`src/hdl/tccs_pkg.sv`:
```
// shared types, codes and constants of the text console engine
// no dependencies; used by tccs_front, tccs_queue, tccs_back and the top
`default_nettype none
package tccs_pkg;

  localparam int MAX_COLUMNS_DEF = 128;
  localparam int MAX_ROWS_DEF    = 64;

  // command fields are sized for the largest supported geometry
  localparam int TGT_W = 8;

  // input actions
  localparam logic [2:0] ACT_PUT    = 3'd0;
  localparam logic [2:0] ACT_COLOUR = 3'd1;
  localparam logic [2:0] ACT_CLEAR  = 3'd2;
  localparam logic [2:0] ACT_MOVE   = 3'd3;
  localparam logic [2:0] ACT_READ   = 3'd4;

  // control characters
  localparam logic [7:0] CH_BACKSPACE = 8'd8;
  localparam logic [7:0] CH_TAB       = 8'd9;
  localparam logic [7:0] CH_NEWLINE   = 8'd10;
  localparam logic [7:0] CH_RETURN    = 8'd13;
  localparam logic [7:0] CH_SPACE     = 8'h20;

  // reset values
  localparam logic [7:0]  COLS_RESET = 8'd80;
  localparam logic [6:0]  ROWS_RESET = 7'd24;
  localparam logic [7:0]  ATTR_RESET = 8'h07;
  localparam logic [15:0] CELL_RESET = {ATTR_RESET, CH_SPACE};

  // register indexes
  localparam logic REG_COLUMNS = 1'b0;
  localparam logic REG_ROWS    = 1'b1;

  // classified operations
  localparam logic [3:0] OP_NOP    = 4'd0;
  localparam logic [3:0] OP_PUT    = 4'd1;
  localparam logic [3:0] OP_COLOUR = 4'd2;
  localparam logic [3:0] OP_CLEAR  = 4'd3;
  localparam logic [3:0] OP_MOVE   = 4'd4;
  localparam logic [3:0] OP_READ   = 4'd5;
  localparam logic [3:0] OP_LF     = 4'd6;
  localparam logic [3:0] OP_CR     = 4'd7;
  localparam logic [3:0] OP_BS     = 4'd8;
  localparam logic [3:0] OP_TAB    = 4'd9;

  typedef struct packed {
    logic [3:0]       op;
    logic [7:0]       chr;
    logic [7:0]       attr;
    logic [TGT_W-1:0] row;
    logic [TGT_W-1:0] col;
    logic             rd_ok;
  } cmd_t;

endpackage
`default_nettype wire

```
`src/hdl/tccs_cmd_if.sv`:
```
// input item channel of the text console engine
// depends on nothing
`default_nettype none
interface tccs_cmd_if;
  logic              valid;
  logic              ready;
  logic [2:0]        action;
  logic [7:0]        char_code;
  logic [3:0]        fg_colour;
  logic [3:0]        bg_colour;
  logic signed [8:0] target_row;
  logic signed [8:0] target_col;

  modport source (output valid, action, char_code, fg_colour, bg_colour, target_row,
                  target_col, input ready);
  modport sink (input valid, action, char_code, fg_colour, bg_colour, target_row,
                target_col, output ready);
endinterface
`default_nettype wire

```
`src/hdl/tccs_front.sv`:
```
// front end: takes input items, classifies them and clamps the targets
// depends on tccs_pkg and tccs_cmd_if
`default_nettype none
module tccs_front #(
  parameter int MAX_COLUMNS = tccs_pkg::MAX_COLUMNS_DEF,
  parameter int MAX_ROWS    = tccs_pkg::MAX_ROWS_DEF
) (
  tccs_cmd_if.sink                              cmd,
  input  wire logic                             en,
  input  wire logic                             q_full,
  input  wire logic [$clog2(MAX_ROWS+1)-1:0]    eff_rows,
  input  wire logic [$clog2(MAX_COLUMNS+1)-1:0] eff_cols,
  output logic                                  push,
  output tccs_pkg::cmd_t                        push_data
);
  logic                       row_neg, col_neg;
  logic [tccs_pkg::TGT_W-1:0] trow, tcol;

  assign cmd.ready = en && !q_full;
  assign push      = cmd.valid && cmd.ready;

  assign row_neg = cmd.target_row[8];
  assign col_neg = cmd.target_col[8];
  assign trow    = cmd.target_row[7:0];
  assign tcol    = cmd.target_col[7:0];

  always_comb begin
    push_data      = '0;
    push_data.chr  = cmd.char_code;
    push_data.attr = {cmd.bg_colour, cmd.fg_colour};
    case (cmd.action)
      tccs_pkg::ACT_PUT: begin
        case (cmd.char_code)
          tccs_pkg::CH_NEWLINE:   push_data.op = tccs_pkg::OP_LF;
          tccs_pkg::CH_RETURN:    push_data.op = tccs_pkg::OP_CR;
          tccs_pkg::CH_BACKSPACE: push_data.op = tccs_pkg::OP_BS;
          tccs_pkg::CH_TAB:       push_data.op = tccs_pkg::OP_TAB;
          default:                push_data.op = tccs_pkg::OP_PUT;
        endcase
      end
      tccs_pkg::ACT_COLOUR: push_data.op = tccs_pkg::OP_COLOUR;
      tccs_pkg::ACT_CLEAR:  push_data.op = tccs_pkg::OP_CLEAR;
      tccs_pkg::ACT_MOVE:   push_data.op = tccs_pkg::OP_MOVE;
      tccs_pkg::ACT_READ:   push_data.op = tccs_pkg::OP_READ;
      default:              push_data.op = tccs_pkg::OP_NOP;
    endcase

    // clamp into the visible area; also used as the read address
    if (row_neg) begin
      push_data.row = '0;
    end else if (trow >= eff_rows) begin
      push_data.row = tccs_pkg::TGT_W'(eff_rows - 1'b1);
    end else begin
      push_data.row = trow;
    end
    if (col_neg) begin
      push_data.col = '0;
    end else if (tcol >= eff_cols) begin
      push_data.col = tccs_pkg::TGT_W'(eff_cols - 1'b1);
    end else begin
      push_data.col = tcol;
    end
    push_data.rd_ok = !row_neg && !col_neg && (trow < eff_rows) && (tcol < eff_cols);
  end
endmodule
`default_nettype wire

```
`src/flat_wrapper.sv`:
```
// flat-port wrapper written by rule: the top's interface ports become plain ports
module tccs_front_flat 
#(
  parameter int MAX_COLUMNS = tccs_pkg::MAX_COLUMNS_DEF,
  parameter int MAX_ROWS    = tccs_pkg::MAX_ROWS_DEF
)
  (en, q_full, eff_rows, eff_cols, push, push_data, cmd_valid, cmd_action, cmd_char_code, cmd_fg_colour, cmd_bg_colour, cmd_target_row, cmd_target_col, cmd_ready);
  tccs_cmd_if cmd_i ();
  input  wire logic en;
  input  wire logic q_full;
  input  wire logic [$clog2(MAX_ROWS+1)-1:0] eff_rows;
  input  wire logic [$clog2(MAX_COLUMNS+1)-1:0] eff_cols;
  output logic push;
  output tccs_pkg::cmd_t push_data;
  input wire logic [$bits(cmd_i.valid)-1:0] cmd_valid;
  input wire logic [$bits(cmd_i.action)-1:0] cmd_action;
  input wire logic [$bits(cmd_i.char_code)-1:0] cmd_char_code;
  input wire logic [$bits(cmd_i.fg_colour)-1:0] cmd_fg_colour;
  input wire logic [$bits(cmd_i.bg_colour)-1:0] cmd_bg_colour;
  input wire logic [$bits(cmd_i.target_row)-1:0] cmd_target_row;
  input wire logic [$bits(cmd_i.target_col)-1:0] cmd_target_col;
  output wire logic [$bits(cmd_i.ready)-1:0] cmd_ready;
  assign cmd_i.valid = cmd_valid;
  assign cmd_i.action = cmd_action;
  assign cmd_i.char_code = cmd_char_code;
  assign cmd_i.fg_colour = cmd_fg_colour;
  assign cmd_i.bg_colour = cmd_bg_colour;
  assign cmd_i.target_row = cmd_target_row;
  assign cmd_i.target_col = cmd_target_col;
  assign cmd_ready = cmd_i.ready;
  tccs_front #(.MAX_COLUMNS(MAX_COLUMNS), .MAX_ROWS(MAX_ROWS)) u_core (.cmd(cmd_i), .en(en), .q_full(q_full), .eff_rows(eff_rows), .eff_cols(eff_cols), .push(push), .push_data(push_data));
endmodule
```
`config.mk`:
```
export PLATFORM = sky130hd
export DESIGN_NAME = tccs_front_flat
export DESIGN_NICKNAME = d
export VERILOG_FILES = /design/src/hdl/tccs_pkg.sv /design/src/hdl/tccs_cmd_if.sv /design/src/hdl/tccs_front.sv /design/src/flat_wrapper.sv
export SDC_FILE = /design/constraint.sdc
export NUM_CORES = 1
export LEC_CHECK = 0
export BUFFER_PORTS_ARGS = -buffer_cell sky130_fd_sc_hd__buf_2
export CAP_MARGIN = 20
export CORE_MARGIN = 2
export CORE_UTILIZATION = 30
export DETAILED_ROUTE_END_ITERATION = 8
export PLACE_DENSITY = 0.63
export RECOVER_POWER = 100
export SYNTH_ARGS = -nofsm -noshare
export SYNTH_HDL_FRONTEND = slang
export SYNTH_SLANG_ARGS = --single-unit
```
`constraint.sdc`:
```
create_clock -name vclk -period 2.21
set_input_delay 0.1105 -clock vclk [all_inputs]
set_output_delay 0.1105 -clock vclk [all_outputs]
set_load 0.02 [all_outputs]
```
==> results.md <==
- The number of global-route vias before repair is 1128.
- The number of primary I/O pins is 94.
- Setup violations remaining at the end of the flow were counted as 0.
- The number of buffers and inverters on the critical path is 3.
- The top cell types in the final layout, fill and taps aside, are 54 x sky130_fd_sc_hd__buf_2, 22 x sky130_fd_sc_hd__clkbuf_1, 20 x sky130_fd_sc_hd__inv_1.
- The delay of the slowest cell on the worst path is 0.43 ns.
- The number of antenna-violating nets in the routed design is 0.
- Along the worst hold path, the cell count comes to 0.
- At the pin with the least slew margin, the transition time is 0.4568 ns.
- The worst setup path is launched from an input pin.
- The post-route netlist has 31.02% of its cells at a drive strength greater than 1.
- The number of nets produced by synthesis is 227.
- The total overflow left after global routing is 0.
- In the global route stage, met2 resource usage came out at 24.23%.
- The placeable core area is 3606 um^2.
- The worst hold path terminates at push_data[22].
- The global routing usage summed across all routing layers is 13.22%.
- The number of gates given a new drive strength after cts is 0.
- The floorplan has 22 rows.
- The share of the clock period used by the worst path is 90.65%.
- Across the whole layout, storage elements account for 0 um^2.
- The shortest period the worst path allows is 2.003 ns.
- For this design the static power due to leakage is 0.6696 nW.
- Compared with the post-synthesis result, the final layout area differs by 24.16%.
- The most common cell type on the critical path is sky130_fd_sc_hd__buf_2.
- Of all cell types, the one taking the most synthesized area is sky130_fd_sc_hd__ha_1.
- The worst relative slew slack is 69.36%.
- Dividing total power by cell area gives a power density of 225.0 nW/um^2.
- Summing every instance area after synthesis gives 1114 um^2.
- Across the VDD grid, the largest voltage drop is 85.54 uV.
- The path class of the lowest-slack min-delay path is input pin to output pin.
- After detailed placement, the design holds a cell count of 264.
- Global routing used 1.042% of the available met3 tracks.
- The number of setup buffers added after CTS is 0.
- 0 antenna diodes ended up in the layout.
- The cell area after layout is 1383 um^2.
- The number of distinct library cells after synthesis is 35.
- The critical path in this run is classified as input pin to output pin.
- Entering global routing, the biggest net connects 13 pins.
- In this run, the number of DRC markers left after iteration 0 of detailed routing was 54.
- Setup repair after global routing left no endpoint under its margin.
- The placed wire-length estimate is 2634 um.
- The global-route wire length before repair is 4719 um.
- The remaining design rule violation count is 0.
- Hold is met by 0.2210 ns.
- Measured along the x axis, the die boundary spans 64.93 um.
- Each instance of the synthesized netlist takes up on average 7.184 um^2.
- For this run, the top clock speed supported by timing is 499.2 MHz.
- The slowest stage of the critical path is the sky130_fd_sc_hd__a211oi_1 cell.
- STA puts the critical path data arrival time at 1.89 ns.
- The synthesized design devotes to its leading area cell type 19.10% of total area.
- The number of cells produced by synthesis is 155.
- The final layout contains 290 nets.
- The total of buffers placed on input and output ports is 78.
- STA puts the critical path data required time at 2.10 ns.
- Sorting the synthesized cells by area gives the leading types as sky130_fd_sc_hd__ha_1 19%, sky130_fd_sc_hd__buf_4 11%, sky130_fd_sc_hd__xnor2_1 7.9%, sky130_fd_sc_hd__inv_1 6.7%, sky130_fd_sc_hd__nor3_1 5.8%.
- The final weighted congestion in routability-driven placement is 0.8052.
- The die covers 4215 um^2.
- The routed wire length is 2978 um.
- The number of hold violations in the final report was 0.
- The number of search-and-repair iterations in the first detailed-routing pass is 4.
- Along the worst path, the maximum fanout reaches 8.
- The flow ran to the end, and the final reports show no timing, DRC or antenna violations.
- The setup TNS is 0 ns.
- The most common cell after layout, fill and taps aside is sky130_fd_sc_hd__buf_2.
- During synthesis, Yosys emitted a total of 0 warnings.
- In this run the most used layer during global routing was met2.
- The source of the worst hold timing path is cmd_bg_colour[1].
- The number of hold buffers added after CTS was 0.
- The sum of internal, switching and leakage power is 311.1 uW.
- Dividing the detail-routed via count by the number of cells gives 4.803.
- The filler cell count is 420.
- The vias after detailed routing is 1268.
- Traced cell by cell, the critical path runs through buf_2 -> inv_1 -> ha_1 -> a21o_1 -> a211oi_1 -> and2_1 -> o31ai_1 -> buf_2.
- The kind of cell adding the most delay to the critical path is compound AO/OA/AOI/OAI gates.
- In the global route stage, met1 resource usage came out at 17.81%.
- The share of the yosys chip area belonging to registers is 0%.
- The starting density of the core is 30.88%.
- The number of antenna violations at the first check in global routing is 0.
- The final instance count without filler cells is 264.
- The final number of max-transition violations was 0.
- The routed length per instance is 11.28 um.
- The design has 0 sequential cells.
- The floorplan die height is 64.93 um.
- In the finished layout, the clock tree contains a buffer count of 0.
- The worst setup path is captured at an output pin.
- In this run the cell area measured after placement is 1440 um^2.
- Across the run, the number of max-cap violations was 0.
synth_stat cells:
cell type and count:
sky130_fd_sc_hd__inv_1 20, sky130_fd_sc_hd__ha_1 17, sky130_fd_sc_hd__buf_4 16, sky130_fd_sc_hd__nor3_1 13, sky130_fd_sc_hd__a21oi_1 12, sky130_fd_sc_hd__xnor2_1 10, sky130_fd_sc_hd__a211oi_1 8, sky130_fd_sc_hd__nand2_1 6
sky130_fd_sc_hd__a211oi_2 5, sky130_fd_sc_hd__nor2_1 5, sky130_fd_sc_hd__nand4_1 4, sky130_fd_sc_hd__nand4b_1 4, sky130_fd_sc_hd__nand3_1 3, sky130_fd_sc_hd__nor2b_1 3, sky130_fd_sc_hd__o21ai_0 3, sky130_fd_sc_hd__o31ai_2 3
sky130_fd_sc_hd__a31o_2 2, sky130_fd_sc_hd__and2_1 2, sky130_fd_sc_hd__clkbuf_1 2, sky130_fd_sc_hd__nor3_2 2, sky130_fd_sc_hd__a21o_1 1, sky130_fd_sc_hd__a31oi_2 1, sky130_fd_sc_hd__buf_6 1, sky130_fd_sc_hd__nand3b_1 1
sky130_fd_sc_hd__nor3b_1 1, sky130_fd_sc_hd__nor4_1 1, sky130_fd_sc_hd__o211ai_1 1, sky130_fd_sc_hd__o211ai_2 1, sky130_fd_sc_hd__o21a_1 1, sky130_fd_sc_hd__o21ai_1 1, sky130_fd_sc_hd__or3_1 1, sky130_fd_sc_hd__or3b_1 1
sky130_fd_sc_hd__or3b_2 1, sky130_fd_sc_hd__or4_1 1, sky130_fd_sc_hd__xor2_1 1
layout make-up:
type / instances / area, um^2 / area share (%)
inverter: 20 / 75.07 / 5.430
tap: 48 / 60.06 / 4.344
timing repair buffer: 80 / 377.9 / 27.33
multi-input combinational: 116 / 869.6 / 62.90
through the flow:
step | utilization [%] | worst slack, ns
4_1_cts | 39.94 | 0.2554
5_1_grt | 38.34 | 0.1038
3_5_place_dp | 39.94 | 0.2635
3_3_place_gp | 39.94 | 0.2691
2_1_floorplan | - | 0.4331
6_report | 38.34 | 0.2067
power breakdown:
| part | internal (mW) | total (mW) | switching (mW) |
|---|---|---|---|
| sequential | 0 | 0 | 0 |
| combinational | 0.122 | 0.311 | 0.189 |
| clock | 0 | 0 | 0 |
cell families (layout without fill, tap and decap cells):
family,count (synthesis),in the layout,synth area share (%)
AOI/OAI and AO/OA,39,39,27.42
xor gates and xnor gates,11,11,8.651
adders and majority gates,17,17,19.10
buffers and inverters,39,100,19.21
and+or+nand+nor,49,49,25.62
worst max-delay path by stage:
stage           startpoint       endpoint  slack [ns]  depth (start not counted)
2_1_floorplan  eff_rows[5]   push_data[0]        0.43                          6
3_3_place_gp   eff_rows[4]  push_data[12]        0.27                          8
3_5_place_dp   eff_rows[1]  push_data[14]        0.26                          9
4_1_cts        eff_rows[1]  push_data[14]        0.26                          9
5_1_grt        eff_rows[5]   push_data[9]        0.10                          9
6_report       eff_rows[5]  push_data[12]        0.21                          8
routing by layer:
layer	up-vias	routed length, um
li1	669	-
met1	534	1354
met2	65	1281
met3	0	342
met4	0	0
met5	-	0
No activity file was read; power rests on OpenSTA's default activity.
