$ cat src/hdl/tccs_pkg.sv
// shared types, codes and constants of the text console engine
// no dependencies; used by tccs_front, tccs_queue, tccs_back and the top
`default_nettype none
package tccs_pkg;

  localparam int MAX_COLUMNS_DEF = 128;
  localparam int MAX_ROWS_DEF    = 64;

  // command fields are sized for the largest supported geometry
  localparam int TGT_W = 8;

  // input actions
  localparam logic [2:0] ACT_PUT    = 3'd0;
  localparam logic [2:0] ACT_COLOUR = 3'd1;
  localparam logic [2:0] ACT_CLEAR  = 3'd2;
  localparam logic [2:0] ACT_MOVE   = 3'd3;
  localparam logic [2:0] ACT_READ   = 3'd4;

  // control characters
  localparam logic [7:0] CH_BACKSPACE = 8'd8;
  localparam logic [7:0] CH_TAB       = 8'd9;
  localparam logic [7:0] CH_NEWLINE   = 8'd10;
  localparam logic [7:0] CH_RETURN    = 8'd13;
  localparam logic [7:0] CH_SPACE     = 8'h20;

  // reset values
  localparam logic [7:0]  COLS_RESET = 8'd80;
  localparam logic [6:0]  ROWS_RESET = 7'd24;
  localparam logic [7:0]  ATTR_RESET = 8'h07;
  localparam logic [15:0] CELL_RESET = {ATTR_RESET, CH_SPACE};

  // register indexes
  localparam logic REG_COLUMNS = 1'b0;
  localparam logic REG_ROWS    = 1'b1;

  // classified operations
  localparam logic [3:0] OP_NOP    = 4'd0;
  localparam logic [3:0] OP_PUT    = 4'd1;
  localparam logic [3:0] OP_COLOUR = 4'd2;
  localparam logic [3:0] OP_CLEAR  = 4'd3;
  localparam logic [3:0] OP_MOVE   = 4'd4;
  localparam logic [3:0] OP_READ   = 4'd5;
  localparam logic [3:0] OP_LF     = 4'd6;
  localparam logic [3:0] OP_CR     = 4'd7;
  localparam logic [3:0] OP_BS     = 4'd8;
  localparam logic [3:0] OP_TAB    = 4'd9;

  typedef struct packed {
    logic [3:0]       op;
    logic [7:0]       chr;
    logic [7:0]       attr;
    logic [TGT_W-1:0] row;
    logic [TGT_W-1:0] col;
    logic             rd_ok;
  } cmd_t;

endpackage
`default_nettype wire

$ cat src/hdl/tccs_queue.sv
// two entry command queue between front end and back end
// depends on tccs_pkg
`default_nettype none
module tccs_queue (
  input  wire logic           clk,
  input  wire logic           rst,
  input  wire logic           push,
  input  wire tccs_pkg::cmd_t push_data,
  input  wire logic           pop,
  output logic                full,
  output logic                nonempty,
  output tccs_pkg::cmd_t      head
);
  tccs_pkg::cmd_t slots [2];
  logic           wp, rp;
  logic [1:0]     count;

  assign full     = (count == 2'd2);
  assign nonempty = (count != 2'd0);
  assign head     = slots[rp];

  always_ff @(posedge clk) begin
    if (push) begin
      slots[wp] <= push_data;
    end
    if (rst) begin
      wp    <= 1'b0;
      rp    <= 1'b0;
      count <= 2'd0;
    end else begin
      if (push) begin
        wp <= ~wp;
      end
      if (pop) begin
        rp <= ~rp;
      end
      count <= count + {1'b0, push} - {1'b0, pop};
    end
  end
endmodule
`default_nettype wire

$ cat config.mk
export PLATFORM = sky130hd
export DESIGN_NAME = tccs_queue
export DESIGN_NICKNAME = d
export VERILOG_FILES = /design/src/hdl/tccs_pkg.sv /design/src/hdl/tccs_queue.sv
export SDC_FILE = /design/constraint.sdc
export NUM_CORES = 1
export LEC_CHECK = 0
export ABC_AREA = 1
export ABC_CLOCK_PERIOD_IN_PS = 3620
export BUFFER_PORTS_ARGS = -buffer_cell sky130_fd_sc_hd__buf_2
export CORE_UTILIZATION = 44
export CTS_BUF_LIST = sky130_fd_sc_hd__clkbuf_8
export CTS_CLUSTER_DIAMETER = 60
export DETAILED_ROUTE_END_ITERATION = 8
export HOLD_SLACK_MARGIN = 0.05
export PLACE_DENSITY = 0.77
export RECOVER_POWER = 25
export SETUP_SLACK_MARGIN = 0.1
export SLEW_MARGIN = 20
export SYNTH_ARGS = -nofsm -noshare
export SYNTH_HDL_FRONTEND = slang
export SYNTH_SLANG_ARGS = --single-unit
$ cat constraint.sdc
create_clock -name clk -period 3.62 [get_ports clk]
set_input_delay 0.724 -clock clk [delete_from_list [all_inputs] [get_ports clk]]
set_output_delay 0.724 -clock clk [all_outputs]
set_load 0.02 [all_outputs]
==> results of run 1 <==
## metrics by stage
step	cell area, um2	total power [W]	hold slack [ns]	setup slack (ns)	std cells
3_5_place_dp	3490	0.00137	0.512	1.28	300
4_1_cts	3710	0.00208	0.528	0.905	316
3_3_place_gp	3490	0.00136	0.500	1.27	300
5_1_grt	3730	0.00214	0.551	0.834	317
6_report	3730	0.00205	0.528	0.958	317
2_1_floorplan	3050	0.00129	0.480	0.866	146
## cells in the mapped netlist
library cell  instances  area, um2
mux2_2                7       78.8
inv_1                 8       30.0
nand2_1               5       18.8
nand3_1               1       5.00
mux2_4               30        450
nor3_1                1       5.00
ha_1                  2       25.0
buf_6                 1       11.3
nor2_1                7       26.3
xnor2_1               1       8.76
edfxtp_1             74       2220
buf_12                3       60.1
a21oi_1               1       5.00
dfxtp_1               5        100
## layer usage
layer | vias up | GRT usage
met2 | 43 | 0.246
met1 | 750 | 0.161
li1 | 730 | -
met3 | 6 | 0.0331
met5 | - | 0
met4 | 0 | 0.0801
## worst min path at each step
stage / start / end / slack (ns) / cells after the start
after floorplan: rp$_SDFFE_PP0P_ / flop / 0.48 / 2
after global placement: rp$_SDFFE_PP0P_ / rp$_SDFFE_PP0P_ / 0.50 / 2
after detailed placement: rp$_SDFFE_PP0P_ / flop / 0.51 / 2
after CTS: rp$_SDFFE_PP0P_ / flop / 0.53 / 2
after global routing: push_data[12] / slots[1][12]$_DFFE_PP_ / 0.55 / 1
final: rp$_SDFFE_PP0P_ / flop / 0.53 / 2
## state kept, by name (all words and copies together) (netlist names), named ones only
register / flops
wp: 1
count: 2
rp: 1
slots: 74
## cell families after synthesis
group,Yosys count,share of synthesized area
xor gates and xnor gates,1,0.00288
buffers and inverters,12,0.0333
AOI/OAI and AO/OA,1,0.00164
DFF,79,0.762
muxes,37,0.174
and+or+nand+nor,14,0.0181
adders and majority gates,2,0.00821
## where the power goes
| group | internal, W | switching (W) | total [W] |
|---|---|---|---|
| logic | 0.000125 | 0.000146 | 0.000271 |
| registers | 0.00105 | 0.0000229 | 0.00108 |
| clock network | 0.000405 | 0.000298 | 0.000703 |
## area by class of cell
class / count / area (um2) / share of cell area
clock inverters: 6 / 85.1 / 0.0228
clock buffers: 10 / 138 / 0.0369
well taps: 77 / 96.3 / 0.0258
flip-flops and latches: 79 / 2320 / 0.623
inverters: 8 / 30.0 / 0.00805
repair buffers: 82 / 428 / 0.115
multi-input cells: 55 / 631 / 0.169
## worst reg2reg max path, cell delays in order (launching register included)
cell     delay, ns
dfxtp_1       0.41
nand2_1       0.07
inv_1         0.46
buf_4         0.43
==> run metrics, run 1 <==
fin. max-slew vios 0; Post-Syn Instances 146; num rows 29; Clock Pin Slew Worst Setup and Hold Paths 0.07 ns; Worst Hold Class flop to flop; metal1 wirelength 1980 um; data required time of the worst path 2.90 ns; worst skew pair latency 0.33 ns; global placement routability congestion 0.695; Avg WL per Cell 15.4 um; MaxCap Viol Count 0; # resized after CTS 0; worst path buffer plus inverter count 2; clk sink count 79; Crit. End Element primary output; sequential fraction of the synthesis area 0.762; Core Footprint 6530 um2; CP max FO 20; Post-CTS Setup Bufs 0; r2r setup slk 1.92 ns; Routed met2 length 2630 um; initial core utilization 0.466; top layer in use met4; synth warn 0; first-pass GRT wire length 7400 um; Die Footprint 7260 um2; Cell Pwr Density 550 nW/um2; area delta synth->final 22.5%; antenna-violating nets left 0; Syn Nets 189; Worst R2R Path Depth 3; startpoint types flop; Die X-Extent 85.2 um; synth unique cells 14; Net count, final 278; status complete, no violations; critical path's slowest cell dfxtp_2; setup TNS 0 ns; mapped cell area 3050 um2; Pleak 1.50 nW; Detail Route met3 WL 182 um; Final min period 2.66 ns; Final Util 0.571; # DRC 0; pin count of the biggest net entering global routing 38; antenna violations before repair 0; CP delay by family, top flip-flops; Max clock buf depth 2; die height 85.2 um; worst r2r dst slots[1][16]$_DFFE_PP_; vias in the first global route 1,556; commonest non-fill, non-tap cell in the layout edfxtp_1; final hold violations 0; crit-path max cell delay 0.66 ns; final setup fails 0; H-Tree Depth 3; share of cells above drive strength 1 0.533; Critical R2R Launch wp$_SDFFE_PP0P_; ANT cells 0; post-DP HPWL 3320 um; Global Route Usage Sum 0.142; maximum VDD drop 230 uV; vias 1,529; Synth Register Bits 79; port buffer count 79; max_slew headroom 0.588; fill count 543; TritonCTS clock tree done; syn_area_per_cell 20.9 um2; Pre-antenna DRT Iters 4; RSZ-0062 raised after global routing no; I/O pin total 80; Hold Buf Count CTS 0; crit path cell chain buf_4 > mux2_4 > buf_2; Worst-Margin Slew 0.617 ns; Detailed Route WL 4880 um; Levels on crit path 3; GR Overflow Total 0; commonest cells after routing, fill and taps aside edfxtp_1 (74), buf_2 (71), mux2_4 (30); Setup CP Type flop to primary output; CP Capture Point head[31]; clk_skew 0.00662 ns; number of buffers created by CTS 9; routed vias/inst 4.82; f_max 0.376 GHz; Worst EP arrival 1.94 ns; initial drt markers 46; Final Cycle Share 0.735; Root Driver clkbuf_8
No activity file was read; power rests on OpenSTA's default activity.
==> run 2, diff against run 1 <==
- ABC_CLOCK_PERIOD_IN_PS: 3620 -> 2350
- PLACE_DENSITY: 0.77 -> 0.8
- clock period: 3.62 -> 2.35 ns (I/O delays scaled with it)
==> run metrics, run 2 (synthesized netlist as in run 1, its figures left out) <==
fill count 527; Avg WL per Cell 14.5 um; global placement routability congestion 0.661; CP max FO 23; Setup CP Type flop to primary output; Critical R2R Launch wp$_SDFFE_PP0P_; CP Capture Point head[5]; Top reg by flops slots; fin. max-slew vios 0; initial core utilization 0.466; CP delay by family, top buffers and inverters; number of buffers created by CTS 9; Hold Buf Count CTS 0; GR Overflow Total 0; antenna-violating nets left 0; ANT cells 0; clock share of power 0.328; Pre-antenna DRT Iters 6; Crit. End Element primary output; die height 85.2 um; sequential share of power 0.533; Die Footprint 7260 um2; # resized after CTS 0; Largest register FFs 74; Worst EP arrival 1.55 ns; Worst R2R Path Depth 2; routed vias/inst 4.74; Worst Hold Class input port to flop; Final Cycle Share 0.860; r2r setup slk 1.02 ns; hold path cells 1; startpoint types flop; Post-CTS Setup Bufs 0; clk_skew 0.00920 ns; first-pass GRT wire length 7430 um; share of cells above drive strength 1 0.523; Root Driver clkbuf_8; Psw 0.000688 W; Final Util 0.569; H-Tree Depth 3; max_slew headroom 0.663; antenna violations before repair 0; port buffer count 79; pin count of the biggest net entering global routing 24; vias 1,507; status complete, no violations; num rows 29; worst r2r dst slots[0][34]$_DFFE_PP_; Clock Pin Slew Worst Setup and Hold Paths 0.07 ns; maximum VDD drop 500 uV; Die X-Extent 85.2 um; sw frac 0.223; critical path's slowest cell mux2_2; final setup fails 0; Detailed Route WL 4600 um; TritonCTS clock tree done; Global Route Usage Sum 0.140; Pleak 1.50 nW; MaxCap Viol Count 0; area delta synth->final 22.0%; data required time of the worst path 1.88 ns; worst path buffer plus inverter count 2; crit path cell chain buf_4 > mux2_2 > buf_2; worst skew pair latency 0.33 ns; vias in the first global route 1,536; setup TNS 0 ns; fin cells 318; commonest non-fill, non-tap cell in the layout edfxtp_1; f_max 0.495 GHz; worst hold margin 0.323 ns; cell-internal power 0.00240 W; Comb pwr share 0.139; final hold violations 0; clk sink count 79; Net count, final 280; # DRC 0; I/O pin total 80; Worst-Margin Slew 0.504 ns; Levels on crit path 3; biggest regs slots (74), count (2); Post-Place Cells 303; Final min period 2.02 ns; Cell Pwr Density 831 nW/um2; initial drt markers 117; Max clock buf depth 2; Core Footprint 6530 um2; RSZ-0062 raised after global routing no; post-DP HPWL 3170 um; crit-path max cell delay 0.38 ns; commonest cells after routing, fill and taps aside edfxtp_1 (74), buf_2 (70), mux2_4 (30)
## run 2: worst reg2reg max path: cells and delay by family (launching register included)
kind	cells	cell delay (ns)
buf+inv	1	0.26
flops	1	0.34
simple gates	1	0.43
## run 2: per-stage QoR
stage          total power (W)  instance area (um2)  worst slack (ns)
3_5_place_dp           0.00212                 3530             0.662
5_1_grt                0.00323                 3720             0.241
2_1_floorplan          0.00199                 3050             0.483
6_report               0.00309                 3720             0.330
4_1_cts                0.00313                 3730             0.296
3_3_place_gp           0.00210                 3530             0.680
## run 2: how the worst min path moves through the flow
stage | from | endpoint | slack (ns)
after floorplan | rp$_SDFFE_PP0P_ | flop | 0.48
after global placement | rp$_SDFFE_PP0P_ | rp$_SDFFE_PP0P_ | 0.50
after global routing | push_data[8] | slots[1][8]$_DFFE_PP_ | 0.29
after detailed placement | rp$_SDFFE_PP0P_ | rp$_SDFFE_PP0P_ | 0.50
final | push_data[24] | slots[1][24]$_DFFE_PP_ | 0.32
after CTS | push_data[7] | slots[0][7]$_DFFE_PP_ | 0.30
## run 2: cell type report
cell class / instances / area (um2) / share of cell area
multi-input cells: 55 / 631 / 0.170
clock buffers: 9 / 124 / 0.0333
inverters: 8 / 30.0 / 0.00808
repair buffers: 84 / 434 / 0.117
clock inverters: 6 / 78.8 / 0.0212
well taps: 77 / 96.3 / 0.0259
flip-flops and latches: 79 / 2320 / 0.625
## run 2: metal layers
metal / share of wire / track usage / wire, um / vias to the layer above
li1: - / - / - / 728
met2: 0.48 / 0.214 / 2190 / 67
met3: 0.072 / 0.0642 / 331 / 5
met1: 0.45 / 0.174 / 2050 / 707
met5: 0 / 0 / 0 / -
met4: 0.0054 / 0.0555 / 25 / 0
## run 2: power by group through the flow
stage                     clock, W  sequential (W)  combinational, W
after floorplan                  0         0.00167          0.000316
after global placement           0         0.00167          0.000428
after detailed placement         0         0.00168          0.000438
after CTS                  0.00105         0.00165          0.000440
after global routing       0.00111         0.00165          0.000463
final                      0.00101         0.00165          0.000430
==> run 3, diff against run 2 <==
==> constraint.sdc (replaced) <==
create_clock -name clk -period 2.35 [get_ports clk]
set_input_delay 0 -clock clk [delete_from_list [all_inputs] [get_ports clk]]
set_output_delay 0 -clock clk [all_outputs]
set_load 0.02 [all_outputs]
==> run metrics, run 3 (synthesized netlist as in run 1, its figures left out) <==
status complete, no violations; RSZ-0062 raised after global routing no; Root Driver clkbuf_8; CP max FO 23; Setup CP Type flop to primary output; initial drt markers 104; fin. max-slew vios 0; num rows 29; area delta synth->final 34.7%; Critical R2R Launch wp$_SDFFE_PP0P_; vias 1,661; Die X-Extent 85.2 um; Final min period 1.80 ns; antenna-violating nets left 0; final setup fails 0; TritonCTS clock tree done; Worst Hold Class input port to flop; Clock Pin Slew Worst Setup and Hold Paths 0.08 ns; Global Route Usage Sum 0.155; antenna violations before repair 0; post-DP HPWL 3260 um; commonest non-fill, non-tap cell in the layout edfxtp_1; initial core utilization 0.466; maximum VDD drop 465 uV; share of cells above drive strength 1 0.415; Worst R2R Path Depth 2; hold_sp push_data[8]; r2r setup slk 1.04 ns; I/O pin total 80; worst skew pair latency 0.34 ns; FF/Latch Area 2320 um2; number of buffers created by CTS 9; pin count of the biggest net entering global routing 24; vias in the first global route 1,796; Largest register FFs 74; Worst Hold End slots[1][8]$_DFFE_PP_; MaxCap Viol Count 0; Net count, final 320; Worst EP arrival 1.80 ns; final hold violations 0; Worst-Margin Slew 0.520 ns; # resized after CTS 0; worst r2r dst slots[0][3]$_DFFE_PP_; commonest cells after routing, fill and taps aside edfxtp_1 (74), buf_2 (59), dlygate4sd3_1 (41); max_slew headroom 0.653; clk_skew 0.00832 ns; routed vias/inst 4.63; H-Tree Depth 3; fill count 489; die height 85.2 um; PnR Total Power 0.00308 W; Top reg by flops slots; # DRC 0; setup TNS 0 ns; GR Overflow Total 0; Final Cycle Share 0.767; global placement routability congestion 0.682; biggest regs slots (74), count (2); startpoint types flop; data required time of the worst path 2.35 ns; Crit. End Element primary output; Core Footprint 6530 um2; multi-input logic area 631 um2; Detailed Route WL 5090 um; Cell Pwr Density 749 nW/um2; Max clock buf depth 2; ANT cells 0; Pleak 1.63 nW; clk sink count 79; first-pass GRT wire length 8180 um; hold path cells 2; Avg WL per Cell 14.2 um; Pre-antenna DRT Iters 4; port buffer count 79; Die Footprint 7260 um2; f_max 0.555 GHz
==> run 3: area by class of cell <==
cell class,count,area share
multi-input cells,55,0.154
inverters,8,0.00731
repair buffers,124,0.204
clock inverters,7,0.0155
clock buffers,9,0.0302
flip-flops and latches,79,0.566
well taps,77,0.0235
==> run 3: report_power, final <==
group,switching [W],leakage (nW),internal [W]
logic,0.000235,0.802,0.000239
clock network,0.000460,0.0941,0.000481
registers,0.0000354,0.736,0.00162
==> run 3: per-stage QoR <==
stage / worst slack [ns] / hold slack (ns) / utilization / std cells / area [um2]
floorplan: 0.641 / 0.0712 / - / 146 / 3050
global placement: 0.916 / 0.188 / 0.541 / 302 / 3530
detailed placement: 0.894 / 0.191 / 0.541 / 302 / 3530
CTS: 0.517 / 0.363 / 0.632 / 359 / 4130
global route: 0.480 / 0.368 / 0.629 / 359 / 4110
finish: 0.548 / 0.384 / 0.629 / 359 / 4110
==> run 3: how the worst max path moves through the flow <==
stage,from,to,slack [ns],cells past startpoint
3_3_place_gp,flop,head[5],0.92,3
4_1_cts,flop,head[5],0.52,3
6_report,flop,head[5],0.55,3
5_1_grt,flop,head[5],0.48,3
2_1_floorplan,wp$_SDFFE_PP0P_,slots[0][0]$_DFFE_PP_,0.64,1
3_5_place_dp,flop,head[5],0.89,3
==> run 3: timing repair <==
| action | CTS | global route |
|---|---|---|
| hold buffers | 41 | 0 |
| buffers inserted | 0 | 0 |
| hold endpoints to repair | 79 | 0 |
==> run 3: per-layer routing <==
| metal | global-route usage | wire [um] |
|---|---|---|
| met5 | 0 | 0 |
| met4 | 0.0740 | 91 |
| met3 | 0.0467 | 318 |
| met2 | 0.271 | 2580 |
| met1 | 0.173 | 2100 |
==> run 3: worst max-delay path, stage by stage, from the launching register on <==
cell	delay [ns]
dfxtp_2	0.66
buf_12	0.27
mux2_2	0.37
buf_2	0.16
